<file path="config.mk">
export PLATFORM = sky130hd
export DESIGN_NAME = calendar_date_add
export DESIGN_NICKNAME = d
export VERILOG_FILES = /design/src/design/cda_pkg.sv /design/src/design/cda_datapath.sv /design/src/design/cda_ctrl.sv /design/src/design/calendar_date_add.sv
export SDC_FILE = /design/constraint.sdc
export NUM_CORES = 1
export LEC_CHECK = 0
export BUFFER_PORTS_ARGS = -buffer_cell sky130_fd_sc_hd__buf_2
export CAP_MARGIN = 20
export CORE_MARGIN = 10
export CORE_UTILIZATION = 50
export CTS_CLUSTER_SIZE = 40
export DETAILED_ROUTE_END_ITERATION = 10
export MAX_ROUTING_LAYER = met4
export PLACE_DENSITY = 0.67
export SLEW_MARGIN = 20
export SYNTH_ARGS = -nofsm -noshare
export SYNTH_HDL_FRONTEND = slang
export SYNTH_SLANG_ARGS = --single-unit
</file>
<file path="constraint.sdc">
create_clock -name aclk -period 14.6 [get_ports aclk]
set_input_delay 2.92 -clock aclk [delete_from_list [all_inputs] [get_ports aclk]]
set_output_delay 2.92 -clock aclk [all_outputs]
set_load 0.005 [all_outputs]
</file>
<file path="src/design/cda_pkg.sv">
// ----------------------------------------------------------------------------
// cda_pkg
// Shared types, constants and calendar helper functions for the date adder.
// ----------------------------------------------------------------------------
package cda_pkg;

    // Field widths
    localparam int YEAR_W   = 12;
    localparam int MONTH_W  = 4;
    localparam int DAY_W    = 5;
    localparam int AMT_W    = 16;
    localparam int DOY_W    = 9;
    localparam int KEY_W    = YEAR_W + MONTH_W + DAY_W;

    // Working widths: year may run past its range before saturation
    localparam int YWORK_W  = 14;
    localparam int REM_W    = 17;
    localparam int CNT_W    = 5;

    // Stream widths, padded to whole bytes
    localparam int S_DATA_W = 40;
    localparam int M_DATA_W = 56;

    localparam logic [YEAR_W-1:0]  YEAR_MAX  = 12'd4095;
    localparam logic [YEAR_W-1:0]  CYCLE_LEN = 12'd400;
    localparam logic [YEAR_W-1:0]  CYCLE_TOP = 12'd399;
    localparam logic [MONTH_W-1:0] MONTHS    = 4'd12;

    // Mod-400 reduction subtracts 400<<k for k = 3..0
    localparam int MOD_STEPS   = 4;
    localparam int SHIFT_W     = 2;

    // Month total divided by 12: quarter it, then multiply by ceil(2^17 / 3).
    // Exact for a quartered total below 2^17; the product stays below 2^30.
    localparam int               QUOT_W     = 13;
    localparam int               PROD_W     = 30;
    localparam int               DIV3_SHIFT = 17;
    localparam logic [AMT_W-1:0] DIV3_RECIP = 16'd43691;

    typedef enum logic [3:0] {
        OP_NONE,
        OP_LOAD,
        OP_MOD_STEP,
        OP_FOLD,
        OP_YEAR_STEP,
        OP_MONTH_INIT,
        OP_MONTH_STEP,
        OP_DAY_SET,
        OP_DIV_STEP,
        OP_DIV_DONE,
        OP_SAT,
        OP_EMIT
    } dp_op_t;

    typedef struct packed {
        dp_op_t             op;
        logic [SHIFT_W-1:0] shift;
    } dp_cmd_t;

    typedef struct packed {
        logic req_months;
        logic year_more;
        logic month_more;
    } dp_status_t;

    // Fold a month code into 1..12
    function automatic logic [MONTH_W-1:0] fold_month(input logic [MONTH_W-1:0] m);
        logic [MONTH_W-1:0] r;
        case (m)
            4'd0:    r = 4'd12;
            4'd13:   r = 4'd1;
            4'd14:   r = 4'd2;
            4'd15:   r = 4'd3;
            default: r = m;
        endcase
        return r;
    endfunction

    // Leap test from the year's position in the 400-year cycle
    function automatic logic leap_of(input logic [YEAR_W-1:0] r);
        return (r[1:0] == 2'd0) && (r != 12'd100) && (r != 12'd200) && (r != 12'd300);
    endfunction

    function automatic logic [DAY_W-1:0] month_len(input logic [MONTH_W-1:0] m,
                                                   input logic leap);
        logic [DAY_W-1:0] r;
        case (m)
            4'd2:    r = leap ? 5'd29 : 5'd28;
            4'd4:    r = 5'd30;
            4'd6:    r = 5'd30;
            4'd9:    r = 5'd30;
            4'd11:   r = 5'd30;
            default: r = 5'd31;
        endcase
        return r;
    endfunction

    // Days in the months before month m
    function automatic logic [DOY_W-1:0] days_before(input logic [MONTH_W-1:0] m,
                                                     input logic leap);
        logic [DOY_W-1:0] r;
        case (m)
            4'd1:    r = 9'd0;
            4'd2:    r = 9'd31;
            4'd3:    r = 9'd59;
            4'd4:    r = 9'd90;
            4'd5:    r = 9'd120;
            4'd6:    r = 9'd151;
            4'd7:    r = 9'd181;
            4'd8:    r = 9'd212;
            4'd9:    r = 9'd243;
            4'd10:   r = 9'd273;
            4'd11:   r = 9'd304;
            4'd12:   r = 9'd334;
            default: r = 9'd0;
        endcase
        if (leap && (m > 4'd2)) begin
            r = r + 9'd1;
        end
        return r;
    endfunction

endpackage

</file>
<file path="src/design/cda_datapath.sv">
// ----------------------------------------------------------------------------
// cda_datapath
// Date registers, year/month walk, divide-by-12 and mod-400 units, result.
// ----------------------------------------------------------------------------
module cda_datapath (
    input  logic                           aclk,
    input  logic                           aresetn,
    input  cda_pkg::dp_cmd_t               cmd,
    input  logic [cda_pkg::S_DATA_W-1:0]   in_data,
    input  logic                           in_req,
    output cda_pkg::dp_status_t            status,
    output logic [cda_pkg::M_DATA_W-1:0]   out_data,
    output logic                           out_ovf
);

    logic                            req_reg,  req_next;
    logic [cda_pkg::YWORK_W-1:0]     y_reg,    y_next;
    logic [cda_pkg::MONTH_W-1:0]     m_reg,    m_next;
    logic [cda_pkg::DAY_W-1:0]       d_reg,    d_next;
    logic [cda_pkg::AMT_W-1:0]       amt_reg,  amt_next;
    logic [cda_pkg::YEAR_W-1:0]      mod_reg,  mod_next;
    logic [cda_pkg::REM_W-1:0]       rem_reg,  rem_next;
    logic [cda_pkg::QUOT_W-1:0]      quot_reg, quot_next;
    logic                            ovf_reg,  ovf_next;
    logic [cda_pkg::M_DATA_W-1:0]    out_data_reg, out_data_next;
    logic                            out_ovf_reg,  out_ovf_next;

    logic                            leap;
    logic [cda_pkg::DAY_W-1:0]       mlen;
    logic [cda_pkg::DOY_W-1:0]       ylen;
    logic [cda_pkg::DAY_W-1:0]       d_fold;
    logic [cda_pkg::YEAR_W-1:0]      mod_sub;
    logic [cda_pkg::PROD_W-1:0]      div_prod;
    logic [cda_pkg::QUOT_W-1:0]      div_quot;
    logic [cda_pkg::REM_W-1:0]       div_rem;
    logic [cda_pkg::YEAR_W-1:0]      y_sat;
    logic                            y_over;
    logic [cda_pkg::DOY_W-1:0]       doy;
    logic [cda_pkg::KEY_W-1:0]       key;

    // Calendar facts for the current working year and month
    assign leap    = cda_pkg::leap_of(mod_reg);
    assign mlen    = cda_pkg::month_len(m_reg, leap);
    assign ylen    = leap ? 9'd366 : 9'd365;
    assign mod_sub = cda_pkg::CYCLE_LEN << cmd.shift;

    // Fold the day into 1..month length
    always_comb begin
        if (d_reg == 5'd0) begin
            d_fold = mlen;
        end else if (d_reg > mlen) begin
            d_fold = d_reg - mlen;
        end else begin
            d_fold = d_reg;
        end
    end

    // Quotient by 12: quarter the month total, then multiply by the reciprocal of 3
    assign div_prod = cda_pkg::PROD_W'(rem_reg[cda_pkg::REM_W-1:2]) *
                      cda_pkg::PROD_W'(cda_pkg::DIV3_RECIP);
    assign div_quot = div_prod[cda_pkg::DIV3_SHIFT +: cda_pkg::QUOT_W];

    // Remainder from the registered quotient: total minus 8q minus 4q
    assign div_rem  = rem_reg - ((cda_pkg::REM_W'(quot_reg) << 3) +
                                 (cda_pkg::REM_W'(quot_reg) << 2));

    // Saturate the year
    assign y_over = (y_reg > cda_pkg::YWORK_W'(cda_pkg::YEAR_MAX));
    assign y_sat  = y_over ? cda_pkg::YEAR_MAX : y_reg[cda_pkg::YEAR_W-1:0];

    // Result fields
    assign doy = cda_pkg::days_before(m_reg, leap) + cda_pkg::DOY_W'(d_reg);
    assign key = {y_reg[cda_pkg::YEAR_W-1:0], m_reg, d_reg};

    assign status.req_months = req_reg;
    assign status.year_more  = (rem_reg > cda_pkg::REM_W'(ylen));
    assign status.month_more = (m_reg < cda_pkg::MONTHS) &&
                               (rem_reg > cda_pkg::REM_W'(mlen));

    // Apply the current command
    always_comb begin
        req_next      = req_reg;
        y_next        = y_reg;
        m_next        = m_reg;
        d_next        = d_reg;
        amt_next      = amt_reg;
        mod_next      = mod_reg;
        rem_next      = rem_reg;
        quot_next     = quot_reg;
        ovf_next      = ovf_reg;
        out_data_next = out_data_reg;
        out_ovf_next  = out_ovf_reg;
        case (cmd.op)
            cda_pkg::OP_LOAD: begin
                req_next = in_req;
                y_next   = cda_pkg::YWORK_W'(in_data[11:0]);
                m_next   = cda_pkg::fold_month(in_data[15:12]);
                d_next   = in_data[20:16];
                amt_next = in_data[36:21];
                mod_next = in_data[11:0];
                ovf_next = 1'b0;
            end
            cda_pkg::OP_MOD_STEP: begin
                if (mod_reg >= mod_sub) begin
                    mod_next = mod_reg - mod_sub;
                end
            end
            cda_pkg::OP_FOLD: begin
                d_next = d_fold;
                if (req_reg) begin
                    rem_next = cda_pkg::REM_W'(m_reg - 4'd1) + cda_pkg::REM_W'(amt_reg);
                end else begin
                    rem_next = cda_pkg::REM_W'(cda_pkg::days_before(m_reg, leap)) +
                               cda_pkg::REM_W'(d_fold) + cda_pkg::REM_W'(amt_reg);
                end
            end
            cda_pkg::OP_YEAR_STEP: begin
                rem_next = rem_reg - cda_pkg::REM_W'(ylen);
                y_next   = y_reg + 14'd1;
                mod_next = (mod_reg == cda_pkg::CYCLE_TOP) ? '0 : mod_reg + 12'd1;
            end
            cda_pkg::OP_MONTH_INIT: begin
                m_next = 4'd1;
            end
            cda_pkg::OP_MONTH_STEP: begin
                rem_next = rem_reg - cda_pkg::REM_W'(mlen);
                m_next   = m_reg + 4'd1;
            end
            cda_pkg::OP_DAY_SET: begin
                d_next = rem_reg[cda_pkg::DAY_W-1:0];
            end
            cda_pkg::OP_DIV_STEP: begin
                quot_next = div_quot;
            end
            cda_pkg::OP_DIV_DONE: begin
                y_next = y_reg + cda_pkg::YWORK_W'(quot_reg);
                m_next = div_rem[cda_pkg::MONTH_W-1:0] + 4'd1;
            end
            cda_pkg::OP_SAT: begin
                y_next   = cda_pkg::YWORK_W'(y_sat);
                mod_next = y_sat;
                ovf_next = y_over;
            end
            cda_pkg::OP_EMIT: begin
                out_data_next = {5'd0, key, doy, d_reg, m_reg, y_reg[cda_pkg::YEAR_W-1:0]};
                out_ovf_next  = ovf_reg;
            end
            default: begin
            end
        endcase
    end

    always_ff @(posedge aclk) begin
        req_reg      <= req_next;
        y_reg        <= y_next;
        m_reg        <= m_next;
        d_reg        <= d_next;
        amt_reg      <= amt_next;
        mod_reg      <= mod_next;
        rem_reg      <= rem_next;
        quot_reg     <= quot_next;
        ovf_reg      <= ovf_next;
        out_data_reg <= out_data_next;
        out_ovf_reg  <= out_ovf_next;
    end

    assign out_data = out_data_reg;
    assign out_ovf  = out_ovf_reg;

    // The month is in range once loaded
    a_month_range: assert property (@(posedge aclk) disable iff (!aresetn)
        cmd.op == cda_pkg::OP_LOAD |=> (m_reg >= 4'd1) && (m_reg <= cda_pkg::MONTHS))
        else $error("month out of range after load");

    // The month walk leaves a valid day of month
    a_day_rem: assert property (@(posedge aclk) disable iff (!aresetn)
        cmd.op == cda_pkg::OP_DAY_SET |-> (rem_reg != '0) && (rem_reg <= 17'd31))
        else $error("day remainder out of range");

    // The year is in range after saturation
    a_year_sat: assert property (@(posedge aclk) disable iff (!aresetn)
        cmd.op == cda_pkg::OP_SAT |=> y_reg <= cda_pkg::YWORK_W'(cda_pkg::YEAR_MAX))
        else $error("year above range after saturation");

endmodule

</file>
<file path="src/design/cda_ctrl.sv">
// ----------------------------------------------------------------------------
// cda_ctrl
// Sequencer for the date adder: handshakes, step counts and datapath commands.
// ----------------------------------------------------------------------------
module cda_ctrl (
    input  logic                  aclk,
    input  logic                  aresetn,
    input  logic                  s_tvalid,
    output logic                  s_tready,
    output logic                  m_tvalid,
    input  logic                  m_tready,
    input  cda_pkg::dp_status_t   status,
    output cda_pkg::dp_cmd_t      cmd
);

    typedef enum logic [9:0] {
        ST_IDLE     = 10'b0000000001,
        ST_MOD_A    = 10'b0000000010,
        ST_FOLD     = 10'b0000000100,
        ST_YEARS    = 10'b0000001000,
        ST_MONTHS   = 10'b0000010000,
        ST_DIV      = 10'b0000100000,
        ST_DIV_DONE = 10'b0001000000,
        ST_SAT      = 10'b0010000000,
        ST_MOD_B    = 10'b0100000000,
        ST_EMIT     = 10'b1000000000
    } state_t;

    state_t                    state_reg, state_next;
    logic [cda_pkg::CNT_W-1:0] cnt_reg,   cnt_next;
    logic                      m_tvalid_reg, m_tvalid_next;

    // Next state, step count and command
    always_comb begin
        state_next    = state_reg;
        cnt_next      = cnt_reg;
        m_tvalid_next = m_tvalid_reg && !m_tready;
        cmd.op        = cda_pkg::OP_NONE;
        cmd.shift     = '0;
        case (state_reg)
            ST_IDLE: begin
                if (s_tvalid) begin
                    cmd.op     = cda_pkg::OP_LOAD;
                    cnt_next   = cda_pkg::CNT_W'(cda_pkg::MOD_STEPS - 1);
                    state_next = ST_MOD_A;
                end
            end
            ST_MOD_A: begin
                cmd.op    = cda_pkg::OP_MOD_STEP;
                cmd.shift = cnt_reg[cda_pkg::SHIFT_W-1:0];
                if (cnt_reg == '0) begin
                    state_next = ST_FOLD;
                end else begin
                    cnt_next = cnt_reg - 5'd1;
                end
            end
            ST_FOLD: begin
                cmd.op = cda_pkg::OP_FOLD;
                if (status.req_months) begin
                    state_next = ST_DIV;
                end else begin
                    state_next = ST_YEARS;
                end
            end
            ST_YEARS: begin
                if (status.year_more) begin
                    cmd.op = cda_pkg::OP_YEAR_STEP;
                end else begin
                    cmd.op     = cda_pkg::OP_MONTH_INIT;
                    state_next = ST_MONTHS;
                end
            end
            ST_MONTHS: begin
                if (status.month_more) begin
                    cmd.op = cda_pkg::OP_MONTH_STEP;
                end else begin
                    cmd.op     = cda_pkg::OP_DAY_SET;
                    state_next = ST_SAT;
                end
            end
            ST_DIV: begin
                cmd.op     = cda_pkg::OP_DIV_STEP;
                state_next = ST_DIV_DONE;
            end
            ST_DIV_DONE: begin
                cmd.op     = cda_pkg::OP_DIV_DONE;
                state_next = ST_SAT;
            end
            ST_SAT: begin
                cmd.op     = cda_pkg::OP_SAT;
                cnt_next   = cda_pkg::CNT_W'(cda_pkg::MOD_STEPS - 1);
                state_next = ST_MOD_B;
            end
            ST_MOD_B: begin
                cmd.op    = cda_pkg::OP_MOD_STEP;
                cmd.shift = cnt_reg[cda_pkg::SHIFT_W-1:0];
                if (cnt_reg == '0) begin
                    state_next = ST_EMIT;
                end else begin
                    cnt_next = cnt_reg - 5'd1;
                end
            end
            ST_EMIT: begin
                // Hold until the output register is free
                if (!m_tvalid_reg || m_tready) begin
                    cmd.op        = cda_pkg::OP_EMIT;
                    m_tvalid_next = 1'b1;
                    state_next    = ST_IDLE;
                end
            end
            default: begin
                state_next = ST_IDLE;
            end
        endcase
    end

    always_ff @(posedge aclk) begin
        if (!aresetn) begin
            state_reg    <= ST_IDLE;
            cnt_reg      <= '0;
            m_tvalid_reg <= 1'b0;
        end else begin
            state_reg    <= state_next;
            cnt_reg      <= cnt_next;
            m_tvalid_reg <= m_tvalid_next;
        end
    end

    assign s_tready = (state_reg == ST_IDLE);
    assign m_tvalid = m_tvalid_reg;

    // An accepted item starts the year reduction
    a_accept_start: assert property (@(posedge aclk) disable iff (!aresetn)
        s_tvalid && s_tready |=> state_reg == ST_MOD_A)
        else $error("accepted item did not start");

    // A new result never overwrites one still waiting
    a_no_overwrite: assert property (@(posedge aclk) disable iff (!aresetn)
        cmd.op == cda_pkg::OP_EMIT |-> !m_tvalid_reg || m_tready)
        else $error("result overwritten");

    // The quotient step is followed by the remainder step
    a_div_end: assert property (@(posedge aclk) disable iff (!aresetn)
        state_reg == ST_DIV |=> state_reg == ST_DIV_DONE)
        else $error("division did not finish");

endmodule

</file>
<file path="src/design/calendar_date_add.sv">
// ----------------------------------------------------------------------------
// calendar_date_add
// Gregorian date plus a non-negative number of days or months.
// ----------------------------------------------------------------------------
// Usage:
//   Input items arrive on the s_ channel: s_tuser selects the kind of amount
//   (0 days, 1 months), s_tdata carries the start date and the amount.
//   Each item yields exactly one result item on the m_ channel: the new
//   date, its day of year and packed key in m_tdata, the year overflow flag
//   in m_tuser.
//   One item is worked on at a time. From acceptance to m_tvalid:
//     days:   Y whole years stepped (up to 180 for the largest amount),
//             then M months walked (up to 11); the year walk loop is the longest part.
//     months: the divide by 12 is a reciprocal multiply, a quotient step
//             followed by a remainder step.
//   Both paths include two 4-step mod-400 reductions of the year.
//   s_tready is high while the sequencer is idle, from the cycle after a result
//   is handed over; the next item is taken while that result still waits.
//   If the receiver stalls, the result holds in the output register and the
//   following result waits in the sequencer until that register frees up.
//   Synchronous reset clears the sequencer and drops any pending result.
// ----------------------------------------------------------------------------
module calendar_date_add (
    input  logic                         aclk,
    input  logic                         aresetn,
    input  logic                         s_tvalid,
    output logic                         s_tready,
    // in_year[11:0], in_month[15:12], in_day[20:16], amount[36:21], zero pad
    input  logic [cda_pkg::S_DATA_W-1:0] s_tdata,
    // req_type[0]
    input  logic                         s_tuser,
    output logic                         m_tvalid,
    input  logic                         m_tready,
    // out_year[11:0], out_month[15:12], out_day[20:16], day_of_year[29:21],
    // packed_key[50:30], zero pad
    output logic [cda_pkg::M_DATA_W-1:0] m_tdata,
    // year_overflow[0]
    output logic                         m_tuser
);

    cda_pkg::dp_cmd_t    cmd;
    cda_pkg::dp_status_t status;

    // Sequencer
    cda_ctrl u_ctrl (
        .aclk     (aclk),
        .aresetn  (aresetn),
        .s_tvalid (s_tvalid),
        .s_tready (s_tready),
        .m_tvalid (m_tvalid),
        .m_tready (m_tready),
        .status   (status),
        .cmd      (cmd)
    );

    // Date arithmetic
    cda_datapath u_datapath (
        .aclk     (aclk),
        .aresetn  (aresetn),
        .cmd      (cmd),
        .in_data  (s_tdata),
        .in_req   (s_tuser),
        .status   (status),
        .out_data (m_tdata),
        .out_ovf  (m_tuser)
    );

endmodule
</file>
## Word-level counts from Yosys, hierarchy flattened

Memories as Yosys holds them, arrays and structs flattened. A register that Yosys moved wholly into a read port is not among the register bits.
Index checks and enable logic that the tools add are counted.

- Register bits after elaboration: 151
- ROM bits: 288
- Input bits: 45
- Output and inout bits: 59
- Logic and storage cells: 153
- Memories: 2

- Add/sub/neg operators: 19
- $mul: 1
- Order comparisons: 7
- Eq/ne operators: 41
- Shifts and indexed selects: 1
- Multiplexer cells: 43
- Reductions and logical operators: 25

Memory list:

| name | words | width | rd ports | clocked after memory_dff | wr ports | RTL line | source |
|---|---|---|---|---|---|---|---|
| (no name shown) | 16 | 9 | 1 | 1 | 0 | cda_pkg.sv:102 | `case (m)` |
| (no name shown) | 16 | 9 | 1 | 1 | 0 | cda_pkg.sv:102 |  |

Operator list:

| cell | number |
|---|---|
| 10-bit case mux with 10 select lines | 1 |
| 10-bit 2-to-1 mux | 6 |
| 14-bit case mux with 4 select lines | 1 |
| 9-bit 2-to-1 mux | 6 |
| 17-bit case mux with 3 select lines | 1 |
| 12-bit case mux with 4 select lines | 1 |
| 4-bit equality test, second input constant | 9 |
| 12-bit 2-to-1 mux | 3 |
| 4-bit case mux with 9 select lines | 1 |
| 17-bit by 16-bit adder with 17-bit output | 2 |
| 4-bit case mux with 4 select lines | 2 |
| 15-bit by 16-bit multiplier with 30-bit output, second input constant | 1 |
| 5-bit case mux with 3 select lines | 2 |
| 4-bit by 3-bit equality test with 1-bit output, second input constant | 6 |
| 5-bit 2-to-1 mux | 4 |
| 9-bit by 1-bit adder with 9-bit output, second input constant | 2 |
| 17-bit by 5-bit greater-than comparator with 1-bit output | 1 |
| 17-bit by 9-bit greater-than comparator with 1-bit output | 1 |
| 17-bit 2-to-1 mux | 1 |
| 17-bit by 5-bit subtractor with 17-bit output | 1 |
| 17-bit by 9-bit subtractor with 17-bit output | 1 |
| 14-bit by 1-bit adder with 14-bit output, second input constant | 1 |
| 14-bit by 13-bit adder with 14-bit output | 1 |
| 14-bit by 12-bit greater-than comparator with 1-bit output, second input constant | 1 |
| other kinds (53) | 81 |

## Logic depth before layout (Yosys ltp)

Gate-level depths: netlist (run 1).

- Depth in word-level cells: 20
- Mapped depth: 33
- Gate-level depth less buffers: 33

## Hierarchy

Synthesis (run 1) repeated with hierarchy kept, for this count alone.

- Cell total of the unflattened synthesis: 1462
- Area total of the unflattened synthesis: 14157.3 sq um

Modules (own cells, without submodules):

| module | instances | cells each | area each (sq um) | seq. area each (sq um) |
|---|---|---|---|---|
| cda_datapath | 1 | 1318 | 12951.2 | 3603.5 |
| cda_ctrl | 1 | 144 | 1206.2 | 320.3 |

## Worst setup path before layout (run 1)

Ideal clock, no wire load.

- Path type: register to register
- From: reg u_datapath.mod_reg[0] (netlist bit)
- To: reg u_datapath.rem_reg[16] (netlist bit), data pin
- Setup time: 0.259 ns
- Arrival: 5.437 ns
- Data required time: 14.341 ns
- Setup slack: 8.904 ns
- Stages on the path, launching flop included: 30
- Buffers on the path: 0
- Period minus slack after synthesis: 5.696 ns
- Cells stage by stage: edfxtp_1 -> inv_1 -> ha_1 -> nand2b_1 -> nor3_1 -> o211a_1 -> nand2b_1 -> nand2_1 -> o311a_1 -> ha_1 -> fa_1 -> nor2_1 -> a221oi_1 -> inv_1 -> ha_1 -> a21o_1 -> a21oi_1 -> o21bai_1 -> a21oi_1 -> or4_1 -> o21ai_1 -> ha_1 -> and3_1 -> a21oi_1 -> inv_1 -> nor3b_1 -> nor4b_1 -> o211ai_1 -> o41ai_1 -> a211o_1

- Cells in the longest elaborated chain, start to end: 13
- Elaborated cells on any way between the ends: 33
- Classes of those cells: 5 x add/sub; 3 x order compare; 6 x eq/ne; 13 x mux; 6 x reduce/logical

RTL lines:

| item | RTL line | source |
|---|---|---|
| start, declared | cda_datapath.sv:21 | `logic [cda_pkg::YEAR_W-1:0] mod_reg, mod_next;` |
| start signal, assigned | cda_datapath.sv:159 | `mod_reg <= mod_next;` |
| 12-bit by 7-bit != test with 1-bit output or 2-bit logical NOT (tied branches) | cda_pkg.sv:81 | `return (r[1:0] == 2'd0) && (r != 12'd100) && (r != 12'd200) && (r != 12'd300);` |
| 1-bit logical AND (2 in series) | cda_pkg.sv:81 |  |
| 1-bit logical AND (*) | cda_pkg.sv:81 |  |
| 1-bit 2-to-1 mux | cda_pkg.sv:88 | `4'd2: r = leap ? 5'd29 : 5'd28;` |
| 5-bit case mux with 2 select lines | cda_pkg.sv:87 | `case (m)` |
| 5-bit subtractor or 5-bit greater-than comparator (tied branches) | cda_datapath.sv:52, cda_datapath.sv:51 |  |
| 5-bit 2-to-1 mux | cda_datapath.sv:51 | `end else if (d_reg > mlen) begin` |
| 5-bit 2-to-1 mux | cda_datapath.sv:49 | `if (d_reg == 5'd0) begin` |
| 9-bit by 5-bit adder with 10-bit output | cda_datapath.sv:113 | `rem_next = cda_pkg::REM_W'(cda_pkg::days_before(m_reg, leap)) +` |
| 17-bit by 16-bit adder with 17-bit output | cda_datapath.sv:114 | `cda_pkg::REM_W'(d_fold) + cda_pkg::REM_W'(amt_reg);` |
| 17-bit 2-to-1 mux | cda_datapath.sv:110 | `if (req_reg) begin` |
| 17-bit case mux with 3 select lines (*) | cda_datapath.sv:93 | `case (cmd.op)` |
| via u_datapath.rem_next, one bit | cda_datapath.sv:22 | `logic [cda_pkg::REM_W-1:0] rem_reg, rem_next;` |
| end signal, assigned | cda_datapath.sv:160 | `rem_reg <= rem_next;` |
| end, declared | cda_datapath.sv:22 |  |

Mark *: on every way through the listed nets, which the timed path passes. The rest lies on a longest branch. The select of a mux whose other input is x is not followed.
A chain may end at the register's enable or synchronous reset.

## Worst setup path in the final report (run 1)

Same ends and word-level chain as after synthesis.

==> flow_summary.toml, run 1 <==
[detailed_routing]
viasPerCell = 5.685
routed_wl_um = 30920
first_pass_iters = 5
detail_route.wl_per_cell_um = 17.41
drcViolationCount = 0
ant_nets = 0
drt_iter0_drc = 677
num_vias = 10100

[sta]
worstMarginPinSlew_ns = 0.9573
slew_headroom_pct = 36.03
fin_skew_ns = 0.01123
rsz0062_at_grt = "false"
fin_crit_sh_pct = 48.10
finalSetupViolCount = 0
tns_ns = 0
fmax_mhz = 142.4
layout_min_cycle_time_ns = 7.022
final_max_slew_viol_count = 0
hold_ws_ns = 0.4471
final_hold_viol_count = 0
timing.final.ws_setup_ns = 7.578

[global_route]
antenna_found_initial = 0
grt_overflow = 0
use_met1_pct = 24.57
grt_max_degree = 32
grt_pass1_vias = 9926
use_met3_pct = 3.386
met2_usage_pct = 30.33
grt_pass1_wl_um = 50650
grt-busiest-layer = "met2"
grt.total_usage_pct = 18.97

[yosys]
dominantRegCellSynth = "edfxtp_1"
synth_area_leaders = "edfxtp_1 26%, ha_1 18%, fa_1 10%, inv_1 4.4%, dfxtp_1 3.8%"
synth-seq-cells = 139
avgSynthCellArea_um2 = 9.745
synth_cell_type_count = 86
postSynthCellCount = 1362
synthTopCellsByCount = "193 x ha_1, 156 x inv_1, 114 x edfxtp_1"
yosysTopAreaCell = "edfxtp_1"
synthArstFlopShare_pct = 0
synth.most_common_cell = "ha_1"
synth-edff-count = 114
synth_area_um2 = 13270
synth_warnings = 0
synth-seq-area-share_pct = 29.56
yosysTopAreaCellShare_pct = 25.79

[placement]
placed_area_um2 = 13880
place_inst = 1744
numPortBuffers = 95
pre_cts_ws_ns = 7.720
globalplace.congestion = 0.9051
hpwl_um = 25040

[cells_and_area]
fin_nets = 1735
drive_above_1_share_pct = 11.31
antenna_cells = 0
multi_input_area_um2 = 8444
fillers = 2340
largest_reg_flops = 30
syn_to_final_growth_pct = 9.069
finalCoreUtilization_pct = 55.55
finalInstanceArea_um2 = 14480
seqCellArea_um2 = 3924
stdcell_count = 1776

[clock_network]
ctsHtreeMaxLevel = 4
clk_pin_slew_ns = 0.06
cts_buffers = 17
root_buffer = "clkbuf_16"
clock_sinks = 139
cts_buffer_depth = 2
clk_latency_ns = 0.42
cts_tree = "done"
cts_hold_buf = 0
cts_resized = 0
post-cts-setup-buffers = 0

[worst_setup_path]
startpoint_type = "flop"
cp-end-kind = "flop"
path_common_cell = "ha_1"
critical_path_required_ns = 14.77
worst-setup-path-type = "reg -> reg"
critical-path-slowest-cell = "a221oi_1"
cp.arrival_ns = 7.19
cp_max_fo = 6
critPathMaxStageDelay_ns = 0.54

[floorplan]
core_region_area_um2 = 26060
die-area_um2 = 33460
start_util_pct = 50.93
pin_count = 104
die_x_um = 182.9
die_y_um = 182.9
rows = 59

[hold_path]
min_path_type = "reg -> reg"

[flow_run]
drv_cap = 0

[pwr]
power_mw = 1.372
ir_drop_uv = 76.08
powerDensity_nw_per_um2 = 94.76
power_leakage_nw = 6.587

[run_status]
status = "complete, no violations"
-- cell type report --
type                            count  share of cell area [%]
Timing Repair Buffer               98                   3.440
Clock inverter                     14                   1.167
Clock buffer                       18                   2.965
Multi-Input combinational cell   1014                   58.33
Sequential cell                   139                   27.10
Inverter                          158                   4.097
Tap cell                          335                   2.895
-- layer usage --
metal | share of wire (%) | wire, µm
met5 | 0 | 0
met2 | 47 | 14660
met1 | 45 | 13860
met4 | 1.6 | 483
met3 | 6.2 | 1913
-- worst paths after layout --
kind | startpoint | to | slack, ns | cells past startpoint
setup / recovery | u_datapath.mod_reg[0]$_DFFE_PP_ | u_datapath.rem_reg[16]$_DFFE_PP_ | 7.58 | 30
hold / removal | u_datapath.ovf_reg$_DFFE_PP_ | u_datapath.out_ovf$_DFFE_PN_ | 0.45 | 0
setup reg to reg | u_datapath.mod_reg[0]$_DFFE_PP_ | u_datapath.rem_reg[16]$_DFFE_PP_ | 7.58 | 30
hold reg to reg | u_datapath.ovf_reg$_DFFE_PP_ | u_datapath.out_ovf$_DFFE_PN_ | 0.45 | 0
-- layout by cell type (no fill, tap or decap), types with 4 or more instances in the layout --
cell,Yosys,final
nor4_1,8,8
o21ai_0,56,56
nor3_1,31,31
or3_1,9,9
fa_1,69,69
o221ai_1,4,4
xnor2_1,49,49
a21oi_1,66,66
o21a_1,9,9
o31ai_1,9,9
a22o_1,5,5
or2_2,5,5
nand3_1,44,44
o21ai_1,7,7
nand4b_1,5,5
o21bai_1,7,7
inv_1,156,156
nand2b_1,7,7
clkbuf_16,0,17
dfxtp_1,25,25
edfxtp_1,114,114
o211ai_1,12,12
a211oi_1,10,10
o22ai_1,5,5
nor2b_1,21,21
ha_1,193,193
a31oi_1,7,7
nor2_1,91,90
nand4_1,7,7
a22oi_1,9,9
xor2_1,37,37
and2_1,20,20
a221o_1,12,12
nand2_1,85,85
and3_1,17,17
a21o_1,16,16
a21boi_0,5,5
conb_1,1,5
buf_2,13,95
-- power by group --
| group | internal, mW | switching, mW | leakage, nW |
|---|---|---|---|
| sequential | 0.476 | 0.0320 | 1.26 |
| clock | 0.270 | 0.179 | 0.292 |
| combinational | 0.180 | 0.235 | 5.04 |
-- logic make-up (layout without fill, tap and decap cells) --
| logic type | after synthesis | count (layout) | share of synthesized area (%) |
|---|---|---|---|
| AO/OA/AOI/OAI | 268 | 268 | 13.41 |
| buffers and inverters | 213 | 288 | 7.023 |
| flip-flops | 139 | 139 | 29.56 |
| multiplexers | 7 | 7 | 0.5938 |
| other | 1 | 5 | 0.02825 |
| AND/OR/NAND/NOR | 386 | 386 | 15.10 |
| XOR/XNOR | 86 | 86 | 5.675 |
| adder cells (fa/ha/maj) | 262 | 262 | 28.60 |
-- critical path, delay by kind of cell (launching register included) --
kind / cells / cell delay, ns
xor gates and xnor gates: 1 / 0.18
buffers and inverters: 2 / 0.21
DFF: 1 / 0.44
AOI/OAI and AO/OA: 12 / 2.92
adders and majority gates: 4 / 1.15
and+or+nand+nor: 11 / 1.87
No activity file was read; power rests on OpenSTA's default activity.
==> run 2, diff against run 1 <==
--- a/config.mk
+++ b/config.mk
@@ -5,6 +5,7 @@
 export SDC_FILE = /design/constraint.sdc
 export NUM_CORES = 1
 export LEC_CHECK = 0
+export ABC_AREA = 1
 export BUFFER_PORTS_ARGS = -buffer_cell sky130_fd_sc_hd__buf_2
 export CAP_MARGIN = 20
 export CORE_MARGIN = 10
@@ -12,7 +13,7 @@
 export CTS_CLUSTER_SIZE = 40
 export DETAILED_ROUTE_END_ITERATION = 10
 export MAX_ROUTING_LAYER = met4
-export PLACE_DENSITY = 0.67
+export PLACE_DENSITY = 0.7
 export SLEW_MARGIN = 20
 export SYNTH_ARGS = -nofsm -noshare
 export SYNTH_HDL_FRONTEND = slang
==> constraint.sdc (replaced) <==
create_clock -name aclk -period 5.8 [get_ports aclk]
set_input_delay 1.16 -clock aclk [delete_from_list [all_inputs] [get_ports aclk]]
set_output_delay 1.16 -clock aclk [all_outputs]
set_load 0.005 [all_outputs]
==> flow_summary.toml, run 2 <==
[yosys]
synthXorXnorAreaFrac_pct = 5.354
synth_cell_type_count = 63
yosysTopAreaCellShare_pct = 24.05
synthAdderAreaFrac_pct = 26.82
postSynthCellCount = 1673
synth-simple-area-share_pct = 20.32
synthTopCellsByCount = "291 x nand2_1, 258 x inv_1, 193 x ha_1"
avgSynthCellArea_um2 = 8.506
synth_area_leaders = "edfxtp_1 24%, ha_1 17%, fa_1 9.7%, nand2_1 7.7%, inv_1 6.8%"
synth-seq-area-share_pct = 27.57
yosysTopAreaCell = "edfxtp_1"
synth-seq-cells = 139
synth_top_family_by_area = "adder cells"
synth_compound_area_share_pct = 10.52
synth.most_common_cell = "nand2_1"
synthArstFlopShare_pct = 0
synth-edff-count = 114
dominantRegCellSynth = "edfxtp_1"
synth_warnings = 0
synth_area_um2 = 14230
synthMuxAreaShare_pct = 0

[worst_setup_path]
cp_max_fo = 5
path_common_cell = "fa_1"
path_cells = "inv_1 > ha_1 > inv_1 > fa_1 > fa_1 > inv_1 > fa_1 > fa_1 > fa_1 > ha_1 > nand2_1 > nor4_1 > nand4_1 > nand3_1 > nand2_1 > nand3_1 > nand2_1 > xor2_1"
critPathMaxStageDelay_ns = 0.60
worst-setup-path-type = "reg -> reg"
cp.arrival_ns = 5.68
critical-path-slowest-cell = "fa_1"
startpoint_type = "flop"
critical_path_required_ns = 5.98
cp-end-kind = "flop"

[clock_network]
cts_buffers = 17
clock_sinks = 139
cts_tree = "done"
ctsHtreeMaxLevel = 4
root_buffer = "clkbuf_16"
cts_hold_buf = 0
clk_pin_slew_ns = 0.07
clk_latency_ns = 0.44
cts_buffer_depth = 2

[placement]
hpwl_um = 29050
place_inst = 2132
pre_cts_ws_ns = 0.09867
globalplace.congestion = 0.9679
numPortBuffers = 95
placed_area_um2 = 15090

[cells_and_area]
fin_nets = 2088
multi_input_area_um2 = 9094
stdcell_count = 2172
seqCellArea_um2 = 3924
syn_to_final_growth_pct = 11.18
antenna_cells = 0
fillers = 2589
finalInstanceArea_um2 = 15820
final_common_cell = "nand2_1"
final_cell_mix = "290 x nand2_1, 255 x inv_1, 191 x ha_1, 114 x edfxtp_1, 106 x nor2_1"
largest_reg_flops = 30
drive_above_1_share_pct = 14.05

[sta]
finalSetupViolCount = 0
fin_crit_sh_pct = 94.88
worstMarginPinSlew_ns = 1.047
final_max_slew_viol_count = 0
layout_min_cycle_time_ns = 5.503
timing.final.ws_setup_ns = 0.2972
fin_skew_ns = 0.01667
fmax_mhz = 181.7
final_hold_viol_count = 0
slew_headroom_pct = 30.05

[global_route]
grt_pass1_wl_um = 57950
grt_overflow = 0
grt.total_usage_pct = 20.40
grt_pass1_vias = 11530
antenna_found_initial = 0
grt_max_degree = 33

[pwr]
power_mw = 9.806
ir_drop_uv = 564.2
powerDensity_nw_per_um2 = 619.8
power_leakage_nw = 7.577

[floorplan]
pin_count = 104
start_util_pct = 50.95
core_region_area_um2 = 27930
rows = 61
die-area_um2 = 35610
die_x_um = 188.7
die_y_um = 188.7

[detailed_routing]
first_pass_iters = 7
num_vias = 11640
routed_wl_um = 35460
detail_route.wl_per_cell_um = 16.33
ant_nets = 0
drt_iter0_drc = 751
viasPerCell = 5.359
drcViolationCount = 0

[flow_run]
drv_cap = 0

[run_status]
status = "complete, no violations"

[hold_path]
min_path_type = "reg -> reg"
==> run 2: changes by cell type in the layout (fill, tap and decap cells not counted), sizes merged, moves of 19 or more <==
cell,delta
nand3,+46
nand4,+19
xor2,+29
inv,+117
and2,-20
xnor2,-28
nand2,+222
nor2b,-21
nor2,+28
o21ai,+24
a21oi,+28
buf,+28
==> run 2: final cells by class <==
class | instances | share of cell area (%)
Clock buffer | 22 | 3.274
Tap cell | 378 | 2.989
Timing Repair Buffer | 126 | 4.476
Clock inverter | 10 | 0.3717
Inverter | 277 | 6.619
Sequential cell | 139 | 24.80
Multi-Input combinational cell | 1220 | 57.47
==> run 2: cells by family (layout without fill, tap and decap cells) <==
group / Yosys count / count (layout)
compound gates: 253 / 253
xor+xnor: 87 / 87
fa+ha+maj: 264 / 264
buf+inv: 318 / 435
flops: 139 / 139
other cells: 1 / 5
simple gates: 611 / 611
==> run 2: path summary, 6_finish.rpt <==
path / from / endpoint / slack, ns / cells after the start
worst min-delay path: u_datapath.ovf_reg$_DFFE_PP_ / u_datapath.out_ovf$_DFFE_PN_ / 0.44 / 0
worst max register to register: u_datapath.rem_reg[16]$_DFFE_PP_ / u_datapath.quot_reg[11]$_DFFE_PN_ / 0.30 / 18
worst min register to register: u_datapath.ovf_reg$_DFFE_PP_ / u_datapath.out_ovf$_DFFE_PN_ / 0.44 / 0
worst max-delay path: u_datapath.rem_reg[16]$_DFFE_PP_ / u_datapath.quot_reg[11]$_DFFE_PN_ / 0.30 / 18
==> run 2: what timing repair did <==
action / CTS / global route
resized for setup: 0 / 34
buffers inserted: 0 / 8
setup endpoints to repair: 0 / 10
==> run 2: through the flow <==
step	TNS (ns)	util, %	hold slack, ns
floorplan	0	-	0.4003
global placement	0	54.00	0.4192
detailed placement	0	54.00	0.4257
CTS	0	56.07	0.4428
global route	-0.08363	56.64	0.4639
finish	0	56.64	0.4431
==> run 2: report_power, final <==
part	total, mW	internal, mW	switching, mW	leakage [nW]
Combinational	6.90	2.63	4.27	6.03
Clock	1.07	0.631	0.435	0.293
Sequential	1.84	1.63	0.217	1.25
Total	9.81	4.88	4.92	7.58
==> run 2: critical path, delay by kind of cell, from the launching register on <==
kind / cells / cell delay (ns)
simple gates: 7 / 1.10
fa+ha+maj: 7 / 3.08
xor+xnor: 1 / 0.15
flops: 1 / 0.52
buf+inv: 3 / 0.37
==> run 2: layer usage <==
layer | vias up | part of all wire (%) | global-route usage, %
met4 | 0 | 1.7 | 5.800
met5 | - | 0 | -
li1 | 5807 | - | -
met1 | 5476 | 45 | 25.72
met3 | 42 | 5.7 | 3.083
met2 | 314 | 48 | 33.42
==> run 3, diff against run 2 <==
--- a/config.mk
+++ b/config.mk
@@ -13,8 +13,9 @@
 export CTS_CLUSTER_SIZE = 40
 export DETAILED_ROUTE_END_ITERATION = 10
 export MAX_ROUTING_LAYER = met4
-export PLACE_DENSITY = 0.7
+export PLACE_DENSITY = 0.69
 export SLEW_MARGIN = 20
 export SYNTH_ARGS = -nofsm -noshare
 export SYNTH_HDL_FRONTEND = slang
+export SYNTH_HIERARCHICAL = 1
 export SYNTH_SLANG_ARGS = --single-unit
==> flow_summary.toml, run 3 <==
[yosys]
synth.most_common_cell = "nand2_1"
yosysTopAreaCell = "edfxtp_1"
dominantRegCellSynth = "edfxtp_1"
synth_area_um2 = 15830
synth-edff-count = 114
synthTopCellsByCount = "484 x nand2_1, 366 x inv_1, 203 x ha_1"
synth_warnings = 6
avgSynthCellArea_um2 = 7.473
synth-seq-area-share_pct = 24.79
synth-seq-cells = 139
synth_cell_type_count = 51
synth_area_leaders = "edfxtp_1 22%, ha_1 16%, nand2_1 11%, fa_1 9.4%, inv_1 8.7%"
synthArstFlopShare_pct = 0
yosysTopAreaCellShare_pct = 21.63
postSynthCellCount = 2118

[clock_network]
ctsHtreeMaxLevel = 4
clock_sinks = 139
cts_hold_buf = 0
cts_buffers = 17
clk_latency_ns = 0.45
cts_buffer_depth = 2
cts_tree = "done"
clk_pin_slew_ns = 0.07
root_buffer = "clkbuf_16"
post-cts-setup-buffers = 0
cts_resized = 0

[sta]
fin_skew_ns = 0.01987
hold_ws_ns = 0.4664
final_max_slew_viol_count = 0
worstMarginPinSlew_ns = 0.6714
layout_min_cycle_time_ns = 5.328
tns_ns = 0
fmax_mhz = 187.7
slew_headroom_pct = 55.14
finalSetupViolCount = 0
rsz0062_at_grt = "false"
fin_crit_sh_pct = 91.86
final_hold_viol_count = 0

[global_route]
grt_pass1_vias = 13460
grt_max_degree = 32
grt-busiest-layer = "met2"
antenna_found_initial = 0
use_met3_pct = 2.648
met2_usage_pct = 36.57
grt_pass1_wl_um = 68170
use_met1_pct = 28.11
grt_overflow = 0
grt.total_usage_pct = 22.27

[hold_path]
hold_start = "u_ctrl/cnt_reg[4]$_SDFFE_PN0P_"
holdPathStages = 2
holdPathEnd = "u_ctrl/cnt_reg[4]$_SDFFE_PN0P_"
min_path_type = "reg -> reg"

[floorplan]
pin_count = 104
die_x_um = 197.9
rows = 65
die_y_um = 197.9
die-area_um2 = 39170
start_util_pct = 50.42
core_region_area_um2 = 31390

[cells_and_area]
antenna_cells = 0
syn_to_final_growth_pct = 9.692
drive_above_1_share_pct = 10.29
fin_nets = 2544
final_cell_mix = "484 x nand2_1, 366 x inv_1, 203 x ha_1, 172 x nand3_1, 165 x nor2_1"
final_common_cell = "nand2_1"
largest_reg_flops = 30

[detailed_routing]
num_vias = 14240
first_pass_iters = 6
drt_iter0_drc = 881
detail_route.wl_per_cell_um = 16.08
viasPerCell = 5.398
drcViolationCount = 0
ant_nets = 0
routed_wl_um = 42400

[placement]
globalplace.congestion = 0.9303
numPortBuffers = 95
hpwl_um = 35210

[worst_setup_path]
worst-setup-path-type = "reg -> reg"
startpoint_type = "flop"
cp-end-kind = "flop"
ff2ff_setup_slack_ns = 0.47
cp.arrival_ns = 5.52
r2r_cells = 19
reg2reg_from = "u_datapath/rem_reg[2]$_DFFE_PP_"
r2r_end = "u_datapath/quot_reg[12]$_DFFE_PN_"
cp_max_fo = 8
critical_path_required_ns = 5.99

[flow_run]
drv_cap = 0

[run_status]
status = "complete, no violations"
[run 3: cell count changes in the layout (fill, tap and decap cells not counted), moves of 18 or more]
cell     before  now
nand2_1     290  484
inv_1       255  366
nand4_1      25   43
nand3_1      82  172
xor2_1       66   25
nor2_1      106  165
o21ai_0      72   97
[run 3: critical path, cell delays in order (launching register included)]
cell and delay, ns:
edfxtp_1 0.53, ha_1 0.39, fa_1 0.59, inv_1 0.11, fa_1 0.52, inv_1 0.09, fa_1 0.49, inv_1 0.05
fa_1 0.40, inv_1 0.09, fa_1 0.42, ha_1 0.37, nand2_1 0.08, nand2_1 0.06, a31oi_1 0.33, o21bai_1 0.14
a21oi_1 0.21, nand2_1 0.07, nand2_1 0.05, nand2_1 0.05
[run 3: worst max path at each step]
| stage | slack (ns) | from | endpoint | depth (start not counted) |
|---|---|---|---|---|
| floorplan | 0.94 | u_datapath/m_reg[2]$_DFFE_PN_ | u_datapath/y_reg[10]$_DFFE_PP_ | 32 |
| detailed placement | 0.15 | u_datapath/m_reg[2]$_DFFE_PN_ | u_datapath/y_reg[10]$_DFFE_PP_ | 31 |
| global placement | 0.25 | u_datapath/m_reg[2]$_DFFE_PN_ | u_datapath/y_reg[10]$_DFFE_PP_ | 31 |
| finish | 0.47 | u_datapath/rem_reg[2]$_DFFE_PP_ | u_datapath/quot_reg[12]$_DFFE_PN_ | 19 |
| CTS | 0.11 | u_datapath/m_reg[2]$_DFFE_PN_ | u_datapath/y_reg[10]$_DFFE_PP_ | 31 |
| global route | 0.08 | u_datapath/mod_reg[0]$_DFFE_PP_ | u_datapath/y_reg[10]$_DFFE_PP_ | 36 |
[run 3: cell families (layout without fill, tap and decap cells)]
group	after synthesis	after routing	synth area share [%]
simple gates	974	974	27.47
xor+xnor	37	37	2.047
buf+inv	422	535	10.83
flops	139	139	24.79
fa+ha+maj	277	277	25.41
compound gates	268	268	9.431
other cells	1	5	0.02369
[run 3: area by class of cell]
cell class                 count  area, µm²
clock buffer                  21      483.0
clock inverter                11      82.58
fill                        3016      14030
inverter                     380       1434
multi-input combinational   1561      10250
sequential                   139       3924
tap                          402      503.0
timing repair buffer         123      685.7
[run 3: through the flow]
stage,cells,worst slack [ns],cell area [µm²],utilization (%)
global placement,2605,0.2515,16760,53.40
global route,2637,0.07782,17360,55.30
detailed placement,2605,0.1509,16760,53.40
CTS,2637,0.1079,17330,55.20
floorplan,2122,0.9366,15840,-
finish,2637,0.4723,17360,55.30
[run 3: per-layer routing]
layer  part of all wire, %  wire (µm)  vias up
met3                   5.2       2215       59
met2                    48      20190      421
met1                    45      19060     6628
li1                      -          -     7127
met5                     0          0        -
met4                   2.2        936        0
Power of run 3 is not shown: default switching activity piles up to over one toggle a cycle in this logic, so the estimate is an artifact.
